===== config.mk =====
export PLATFORM = sky130hd
export DESIGN_NAME = three_level_feedback_queue_scheduler
export DESIGN_NICKNAME = d
export VERILOG_FILES = /design/src/sv/tlfq_pkg.sv /design/src/sv/three_level_feedback_queue_scheduler.sv
export SDC_FILE = /design/constraint.sdc
export NUM_CORES = 2
export LEC_CHECK = 0
export BUFFER_PORTS_ARGS = -buffer_cell sky130_fd_sc_hd__buf_2
export CORE_MARGIN = 3
export CORE_UTILIZATION = 60
export CTS_CLUSTER_DIAMETER = 100
export CTS_CLUSTER_SIZE = 12
export DETAILED_ROUTE_END_ITERATION = 8
export PLACE_DENSITY = 0.86
export SYNTH_ARGS = -nofsm -noshare
export SYNTH_HDL_FRONTEND = slang
export SYNTH_SLANG_ARGS = --single-unit

===== constraint.sdc =====
create_clock -name clk -period 9.6 [get_ports clk]
set_input_delay 0 -clock clk [delete_from_list [all_inputs] [get_ports clk]]
set_output_delay 0 -clock clk [all_outputs]
set_load 0.005 [all_outputs]

===== src/sv/tlfq_pkg.sv =====
`default_nettype none
package tlfq_pkg;

  localparam int DefQueueDepth = 16;
  localparam int NumLevels     = 3;

  localparam int ID_W    = 8;
  localparam int TIME_W  = 16;
  localparam int SLICE_W = 8;
  localparam int STAT_W  = 3;
  localparam int LVL_W   = 2;
  localparam int HELD_W  = 5;
  localparam int CIDX_W  = 2;
  localparam int ENTRY_W = ID_W + TIME_W;

  typedef logic [ID_W-1:0]    id_t;
  typedef logic [TIME_W-1:0]  time_t;
  typedef logic [SLICE_W-1:0] slice_t;
  typedef logic [STAT_W-1:0]  status_t;
  typedef logic [LVL_W-1:0]   level_t;

  // Action codes.
  localparam logic ACT_ADD  = 1'b0;
  localparam logic ACT_TICK = 1'b1;

  // Result status codes.
  localparam status_t ST_IDLE     = 3'd0;
  localparam status_t ST_RAN      = 3'd1;
  localparam status_t ST_FINISHED = 3'd2;
  localparam status_t ST_DEMOTED  = 3'd3;
  localparam status_t ST_KEPT     = 3'd4;
  localparam status_t ST_ADDED    = 3'd5;
  localparam status_t ST_REFUSED  = 3'd6;

  // Configuration register indexes.
  localparam logic [CIDX_W-1:0] CFG_SLICE_ONE   = 2'd0;
  localparam logic [CIDX_W-1:0] CFG_SLICE_TWO   = 2'd1;
  localparam logic [CIDX_W-1:0] CFG_SLICE_THREE = 2'd2;

  localparam slice_t SLICE_ONE_RST   = 8'd5;
  localparam slice_t SLICE_TWO_RST   = 8'd6;
  localparam slice_t SLICE_THREE_RST = 8'd8;

endpackage
`default_nettype wire


===== src/sv/three_level_feedback_queue_scheduler.sv =====
`default_nettype none
// Channel  Direction  Handshake            Payload
// in       input      in_valid/in_ready    in_action, in_process_id, in_need_time
// out      output     out_valid/out_ready  out_status, out_served_id, out_served_level,
//                                          out_remaining_time, out_held_count
// cfg      input      cfg_we               cfg_index, cfg_wdata
//
// A tick that serves a level reads the head entry from the queue memory in the
// idle state and updates it in the execute state. An add, a refused add or an
// idle tick is done in the idle state alone.
// Reset is synchronous and clears all pointers, counts and run flags; the
// queue memory holds no reset value. While a result beat waits on out_ready,
// the block finishes at most the item already taken and then holds in_ready low.
module three_level_feedback_queue_scheduler #(
  parameter int QUEUE_DEPTH = tlfq_pkg::DefQueueDepth
) (
  input  wire logic                    clk,
  input  wire logic                    rst_n,
  input  wire logic                    in_valid,
  output logic                         in_ready,
  input  wire logic                    in_action,
  input  wire tlfq_pkg::id_t           in_process_id,
  input  wire tlfq_pkg::time_t         in_need_time,
  output logic                         out_valid,
  input  wire logic                    out_ready,
  output tlfq_pkg::status_t            out_status,
  output tlfq_pkg::id_t                out_served_id,
  output tlfq_pkg::level_t             out_served_level,
  output tlfq_pkg::time_t              out_remaining_time,
  output logic [tlfq_pkg::HELD_W-1:0]  out_held_count,
  input  wire logic                    cfg_we,
  input  wire logic [tlfq_pkg::CIDX_W-1:0] cfg_index,
  input  wire tlfq_pkg::slice_t        cfg_wdata
);
  import tlfq_pkg::*;

  localparam int MEM_DEPTH = NumLevels * QUEUE_DEPTH;
  localparam int ADDR_W    = $clog2(MEM_DEPTH);
  localparam int PTR_W     = $clog2(QUEUE_DEPTH);
  localparam int CNT_W     = $clog2(QUEUE_DEPTH + 1);

  localparam logic S_IDLE = 1'b0;
  localparam logic S_EXEC = 1'b1;

  typedef logic [PTR_W-1:0] ptr_t;
  typedef logic [CNT_W-1:0] cnt_t;
  typedef logic [ADDR_W-1:0] addr_t;

  localparam ptr_t  PTR_LAST = PTR_W'(QUEUE_DEPTH - 1);
  localparam cnt_t  CNT_FULL = CNT_W'(QUEUE_DEPTH);
  localparam addr_t QD_A     = ADDR_W'(QUEUE_DEPTH);

  function automatic addr_t slot_addr(input level_t lv, input ptr_t p);
    return addr_t'(lv) * QD_A + addr_t'(p);
  endfunction

  function automatic ptr_t ptr_inc(input ptr_t p);
    return (p == PTR_LAST) ? '0 : p + ptr_t'(1);
  endfunction

  // Queue memory: {id, remaining} per entry.
  logic [ENTRY_W-1:0] mem [MEM_DEPTH];
  logic [ENTRY_W-1:0] rd_q;
  logic               mem_we, mem_re;
  addr_t              mem_waddr, mem_raddr;
  logic [ENTRY_W-1:0] mem_wdata;

  logic   state_r, state_nxt;
  ptr_t   head_r [NumLevels], head_nxt [NumLevels];
  ptr_t   tail_r [NumLevels], tail_nxt [NumLevels];
  cnt_t   lcnt_r [NumLevels], lcnt_nxt [NumLevels];
  slice_t left_r [NumLevels], left_nxt [NumLevels];
  logic   run_r  [NumLevels], run_nxt  [NumLevels];
  cnt_t   total_r, total_nxt;
  slice_t cfg_r  [NumLevels];
  level_t lv_r, lv_nxt;
  addr_t  hslot_r, hslot_nxt;

  logic    out_valid_r, out_load;
  status_t out_status_r, res_status;
  id_t     out_id_r, res_id;
  level_t  out_level_r, res_level;
  time_t   out_rem_r, res_rem;
  logic [HELD_W-1:0] out_held_r;
  logic [CNT_W+HELD_W-1:0] held_ext;

  logic   in_fire, sel_any;
  level_t sel_lv, nxt_lv;
  id_t    rd_id;
  time_t  rd_rem;

  assign in_ready = (state_r == S_IDLE) && (!out_valid_r || out_ready);
  assign in_fire  = in_valid && in_ready;
  assign rd_id    = rd_q[ENTRY_W-1:TIME_W];
  assign rd_rem   = rd_q[TIME_W-1:0];
  assign nxt_lv   = lv_r + level_t'(1);

  // Level selection for a tick, from the priority and run flags.
  always_comb begin
    sel_any = 1'b1;
    sel_lv  = 2'd0;
    if (lcnt_r[0] != '0 && !run_r[1] && !run_r[2]) begin
      sel_lv = 2'd0;
    end else if (lcnt_r[1] != '0 && !run_r[2]) begin
      sel_lv = 2'd1;
    end else if (lcnt_r[2] != '0) begin
      sel_lv = 2'd2;
    end else begin
      sel_any = 1'b0;
    end
  end

  always_comb begin
    for (int i = 0; i < NumLevels; i++) begin
      head_nxt[i] = head_r[i];
      tail_nxt[i] = tail_r[i];
      lcnt_nxt[i] = lcnt_r[i];
      left_nxt[i] = left_r[i];
      run_nxt[i]  = run_r[i];
    end
    total_nxt  = total_r;
    state_nxt  = state_r;
    lv_nxt     = lv_r;
    hslot_nxt  = hslot_r;
    mem_we     = 1'b0;
    mem_re     = 1'b0;
    mem_waddr  = slot_addr(2'd0, tail_r[0]);
    mem_raddr  = slot_addr(sel_lv, head_r[sel_lv]);
    mem_wdata  = {in_process_id, in_need_time};
    out_load   = 1'b0;
    res_status = ST_IDLE;
    res_id     = '0;
    res_level  = '0;
    res_rem    = '0;

    case (state_r)
      S_IDLE: begin
        if (in_fire) begin
          if (in_action == ACT_ADD) begin
            out_load = 1'b1;
            res_id   = in_process_id;
            if (total_r == CNT_FULL) begin
              res_status = ST_REFUSED;
            end else begin
              mem_we      = 1'b1;
              tail_nxt[0] = ptr_inc(tail_r[0]);
              lcnt_nxt[0] = lcnt_r[0] + cnt_t'(1);
              total_nxt   = total_r + cnt_t'(1);
              res_status  = ST_ADDED;
              res_level   = 2'd1;
              res_rem     = in_need_time;
            end
          end else if (sel_any) begin
            mem_re    = 1'b1;
            lv_nxt    = sel_lv;
            hslot_nxt = mem_raddr;
            state_nxt = S_EXEC;
          end else begin
            out_load = 1'b1;
          end
        end
      end
      S_EXEC: begin
        out_load  = 1'b1;
        state_nxt = S_IDLE;
        res_id    = rd_id;
        res_level = lv_r + level_t'(1);
        res_rem   = rd_rem;
        if (left_r[lv_r] == '0) begin
          left_nxt[lv_r] = cfg_r[lv_r];
          run_nxt[lv_r]  = 1'b0;
          if (lv_r != 2'd2) begin
            // Demote: pop here, push onto the tail of the next level.
            head_nxt[lv_r]   = ptr_inc(head_r[lv_r]);
            lcnt_nxt[lv_r]   = lcnt_r[lv_r] - cnt_t'(1);
            mem_we           = 1'b1;
            mem_waddr        = slot_addr(nxt_lv, tail_r[nxt_lv]);
            mem_wdata        = rd_q;
            tail_nxt[nxt_lv] = ptr_inc(tail_r[nxt_lv]);
            lcnt_nxt[nxt_lv] = lcnt_r[nxt_lv] + cnt_t'(1);
            res_status       = ST_DEMOTED;
          end else begin
            res_status = ST_KEPT;
          end
        end else if (rd_rem <= time_t'(1)) begin
          // A need of zero finishes on its first unit, like a need of one.
          left_nxt[lv_r] = cfg_r[lv_r];
          run_nxt[lv_r]  = 1'b0;
          head_nxt[lv_r] = ptr_inc(head_r[lv_r]);
          lcnt_nxt[lv_r] = lcnt_r[lv_r] - cnt_t'(1);
          total_nxt      = total_r - cnt_t'(1);
          res_status     = ST_FINISHED;
          res_rem        = '0;
        end else begin
          left_nxt[lv_r] = left_r[lv_r] - slice_t'(1);
          run_nxt[lv_r]  = 1'b1;
          mem_we         = 1'b1;
          mem_waddr      = hslot_r;
          mem_wdata      = {rd_id, rd_rem - time_t'(1)};
          res_status     = ST_RAN;
          res_rem        = rd_rem - time_t'(1);
        end
      end
      default: begin
        state_nxt = S_IDLE;
      end
    endcase
  end

  assign held_ext = (CNT_W + HELD_W)'(total_nxt);

  always_ff @(posedge clk) begin
    if (mem_we) begin
      mem[mem_waddr] <= mem_wdata;
    end
    if (mem_re) begin
      rd_q <= mem[mem_raddr];
    end
  end

  always_ff @(posedge clk) begin
    if (!rst_n) begin
      state_r     <= S_IDLE;
      total_r     <= '0;
      out_valid_r <= 1'b0;
      lv_r        <= '0;
      cfg_r[0]    <= SLICE_ONE_RST;
      cfg_r[1]    <= SLICE_TWO_RST;
      cfg_r[2]    <= SLICE_THREE_RST;
      left_r[0]   <= SLICE_ONE_RST;
      left_r[1]   <= SLICE_TWO_RST;
      left_r[2]   <= SLICE_THREE_RST;
      for (int i = 0; i < NumLevels; i++) begin
        head_r[i] <= '0;
        tail_r[i] <= '0;
        lcnt_r[i] <= '0;
        run_r[i]  <= 1'b0;
      end
    end else begin
      state_r <= state_nxt;
      total_r <= total_nxt;
      lv_r    <= lv_nxt;
      for (int i = 0; i < NumLevels; i++) begin
        head_r[i] <= head_nxt[i];
        tail_r[i] <= tail_nxt[i];
        lcnt_r[i] <= lcnt_nxt[i];
        left_r[i] <= left_nxt[i];
        run_r[i]  <= run_nxt[i];
      end
      if (cfg_we) begin
        case (cfg_index)
          CFG_SLICE_ONE:   cfg_r[0] <= cfg_wdata;
          CFG_SLICE_TWO:   cfg_r[1] <= cfg_wdata;
          CFG_SLICE_THREE: cfg_r[2] <= cfg_wdata;
          default: ;
        endcase
      end
      if (out_load) begin
        out_valid_r <= 1'b1;
      end else if (out_ready) begin
        out_valid_r <= 1'b0;
      end
    end
  end

  always_ff @(posedge clk) begin
    hslot_r <= hslot_nxt;
    if (out_load) begin
      out_status_r <= res_status;
      out_id_r     <= res_id;
      out_level_r  <= res_level;
      out_rem_r    <= res_rem;
      out_held_r   <= held_ext[HELD_W-1:0];
    end
  end

  assign out_valid          = out_valid_r;
  assign out_status         = out_status_r;
  assign out_served_id      = out_id_r;
  assign out_served_level   = out_level_r;
  assign out_remaining_time = out_rem_r;
  assign out_held_count     = out_held_r;

  a_total_bound: assert property (@(posedge clk) disable iff (!rst_n)
    total_r <= CNT_FULL)
    else $error("held count exceeds queue depth");

  a_count_sum: assert property (@(posedge clk) disable iff (!rst_n)
    (CNT_W + 2)'(lcnt_r[0]) + (CNT_W + 2)'(lcnt_r[1]) + (CNT_W + 2)'(lcnt_r[2])
      == (CNT_W + 2)'(total_r))
    else $error("level counts disagree with held count");

  a_tick_exec: assert property (@(posedge clk) disable iff (!rst_n)
    (in_fire && in_action == ACT_TICK && sel_any) |=> (state_r == S_EXEC && !in_ready))
    else $error("served tick did not enter the execute cycle");

  a_exec_result: assert property (@(posedge clk) disable iff (!rst_n)
    (state_r == S_EXEC) |=> (out_valid_r && state_r == S_IDLE))
    else $error("execute cycle produced no result beat");

endmodule
`default_nettype wire


==> qor.csv <==
stage,metric,value,unit
timing,Worst-Margin Slew,1.36,ns
global_routing,Tot GR Track Use,0.313,
worst_setup_path,crit path kind,reg2reg,
global_routing,number of global-route vias before repair,33200,
worst_setup_path,"most used cell, CP",buf_4,
worst_setup_path,FF-to-FF setup slack,3.15,ns
clock_network,CTS tree,yes,
detailed_routing,DR vias/cell,7.12,
layout,layout cell share with drive strength beyond 1,0.147,
worst_setup_path,worst flop-to-flop path endpoint,rd_q[11]$_DFFE_PP_,
detailed_routing,ANT nets after route,0,
timing,"Worst Setup Slack, final",3.15,ns
place,DP HPWL,84.7,mm
floorplanning,die height,307,µm
logic_synthesis,Post-synth top flop,edfxtp_1,
clock_network,Clock transition at path regs,0.07,ns
timing,min Tclk post-route,6.45,ns
layout,nets,3630,
floorplanning,Die ar.,94300,µm²
global_routing,initial antenna violation count,3,
worst_setup_path,Worst Path Required,10.02,ns
timing,"Slew Viols, Final",0,
clock_network,root buffer cell,clkbuf_16,
worst_setup_path,"slowest stage delay, CP",0.82,ns
logic_synthesis,Post-Syn Nets,3522,
logic_synthesis,Syn Inst Count,3464,
timing,fin crit share,0.672,
worst_setup_path,reg2reg start,lcnt_r[2][0]$_SDFFE_PN0N_,
clock_network,CTS buffer count,119,
place,Final GP Congestion,0.947,
status,run status,finished clean,
power_and_ir_drop,maximum VDD drop,0.156,mV
worst_setup_path,R2R cell count,11,
logic_synthesis,Synth cell types,82,
logic_synthesis,synthesized flop and latch total,1316,
layout,footprint of the multi-input gates,14600,µm²
min_path,Hold Path End,out_status[1]$_DFFE_PP_,
worst_setup_path,Critical Path AT,6.87,ns
global_routing,first-pass GRT wire length,218,mm
floorplanning,std cell rows,109,
floorplanning,Die Wd,307,µm
floorplanning,initial core utilization,0.610,
layout,P&R area growth vs syn,10.4,%
worst_setup_path,Critical Path Start Type,flip-flop,
place,Placed Cells incl. Taps,4568,
clock_network,Post-CTS Resized,0,
clock_network,Clock Latency Late Sink,0.72,ns
logic_synthesis,Post-synth EDFFs,1240,
logic_synthesis,most common cell in the netlist,edfxtp_1,
detailed_routing,Pre-antenna DRT Iters,8,
logic_synthesis,Ys Warns,0,
power_and_ir_drop,Total Power,11.0,mW
power_and_ir_drop,P_leak,20.2,nW
floorplanning,core box area,89100,µm²
detailed_routing,Initial DRC Count,5979,
timing,Final Hold Viols,0,
worst_setup_path,CP Max Fanout,67,
run,total of max-cap violations,0,
floorplanning,Top Ports,76,
timing,RSZ-0062 raised after global routing,no,
worst_setup_path,Crit. End Element,flip-flop,
detailed_routing,post-detailed-route wirelength per cell,31.2,µm
timing,final hold slack,0.108,ns
logic_synthesis,largest cells by area after synthesis,"edfxtp_1 (68%), mux2i_1 (6.5%), mux4_2 (3.1%), dfxtp_1 (2.8%), a211oi_1 (2.3%)",
detailed_routing,vias post-DR,34000,
logic_synthesis,post-synth top area cell,edfxtp_1,
layout,fillers,5372,
timing,clk_skew,0.0561,ns
global_routing,largest net degree at the start of global routing,99,
min_path,min-delay src,out_ready,
clock_network,Max Buffers Root-to-Sink,3,
min_path,class of the worst hold path,in2reg,
logic_synthesis,"Seq/Total Area, Yosys",0.713,
min_path,hold depth,5,
clock_network,Num Clock Sinks,1316,
power_and_ir_drop,power density cells,183,nW/µm²
detailed_routing,final WL,149,mm
place,IO Port Bufs,75,
logic_synthesis,post-synthesis cell area,54400,µm²
layout,register area,38800,µm²
layout,final cell count without fillers,4778,
timing,Max Freq,0.155,GHz
global_routing,gr ovfl total,0,
detailed_routing,DR DRC count,0,
logic_synthesis,"Async S/R FF share, synth",0,
place,post-placement setup slack,3.41,ns
logic_synthesis,commonest cells in the netlist,"edfxtp_1 (1240), mux2i_1 (354), nand2_1 (262)",
timing,Final setup viols,0,
logic_synthesis,top-area cell type share of the netlist area,0.685,
logic_synthesis,Syn Area/Cell,15.7,µm²
clock_network,# H-tree levels,3,
worst_setup_path,"Critical Path, Cell by Cell",nor4_1 > nor2b_1 > mux2i_4 > buf_4 > a21o_4 > buf_4 > inv_4 > buf_4 > mux2i_1 > a22oi_1 > o2111ai_1,
worst_setup_path,"Slowest-stage cell, CP",a21o_4,
timing,setup_tns,0,ns
timing,Slew headroom,0.0917,
## cell families after synthesis
logic type | count (synthesis) | share of synthesized area
compound gates | 691 | 0.0953
xor+xnor | 20 | 0.00322
fa+ha+maj | 18 | 0.00414
buf+inv | 321 | 0.0241
flops | 1316 | 0.713
mux | 489 | 0.109
simple gates | 609 | 0.0516
## worst max-delay path by stage
stage / end / start / cells past startpoint
6_report: rd_q[11]$_DFFE_PP_ / lcnt_r[2][0]$_SDFFE_PN0N_ / 11
4_1_cts: rd_q[23]$_DFFE_PP_ / lcnt_r[2][1]$_SDFFE_PN0N_ / 10
3_3_place_gp: rd_q[23]$_DFFE_PP_ / lcnt_r[2][0]$_SDFFE_PN0N_ / 10
5_1_grt: mem[14][4]$_DFFE_PP_ / flip-flop / 13
2_1_floorplan: mem[0][14]$_DFFE_PP_ / flip-flop / 11
3_5_place_dp: rd_q[23]$_DFFE_PP_ / lcnt_r[2][0]$_SDFFE_PN0N_ / 10
## through the flow
stage / cell area (µm²) / utilization
global route: 60000 / 0.674
global placement: 56200 / 0.631
detailed placement: 56200 / 0.631
finish: 60000 / 0.674
floorplan: 54400 / -
CTS: 60000 / 0.673
## layout by cell type (no fill, tap or decap), types with 28 or more instances in the layout
master         count
a2111oi_0         70
a211oi_1         165
a21oi_1           91
a221oi_1          30
a22o_1            34
a31oi_1           34
and2_1            28
buf_2             75
buf_4             85
clkbuf_1          31
clkbuf_16        119
dfxtp_1           75
dlygate4sd3_1     46
edfxtp_1        1240
inv_1             96
mux2_2            57
mux2i_1          352
mux4_2            75
nand2_1          262
nand3_1           89
nor2_1            78
nor2_2            33
nor3_1            31
o21ai_0           63
## final cells by class
type	count	area share
Timing Repair Buffer	209	0.0254
Antenna cell	4	0.000167
Inverter	99	0.00636
Clock inverter	8	0.00325
Tap cell	1165	0.0243
Multi-Input combinational cell	1827	0.243
Sequential cell	1316	0.646
Clock buffer	150	0.0516
## sequential cells by signal, summed over array words and instances, names as in the netlist, 6 cells and up, named ones only
name	cells
mem	1152
hslot_r	6
out_served_id	8
tail_r	12
lcnt_r	15
cfg_r	24
out_remaining_time	16
rd_q	24
left_r	24
head_r	12
## timing repair
action                                 CTS  global route
buffers inserted                         0             0
hold buffers                            46             0
endpoints found under the hold margin  101             0
## report_power, final
group          leakage (nW)  total (mW)  switching, mW  internal (mW)
sequential             11.8        6.37         0.0200           6.35
combinational          6.79       0.340          0.258         0.0825
clock                  1.58        4.27           2.00           2.27
total                  20.2        11.0           2.28           8.70
## layer usage
layer	routed length (µm)	share of wire	global-route usage
met1	50500	0.34	0.414
met2	67900	0.46	0.482
met4	7330	0.049	0.137
met3	23200	0.16	0.102
met5	13	0.000087	0
## worst max-delay path, delay by kind of cell (launching register included)
| family | cells | cell delay (ns) |
|---|---|---|
| muxes | 2 | 0.55 |
| buffers and inverters | 4 | 2.50 |
| and+or+nand+nor | 2 | 0.99 |
| DFF | 1 | 0.34 |
| AOI/OAI and AO/OA | 3 | 1.57 |
Note: power is estimated with default switching activity, not from simulation.
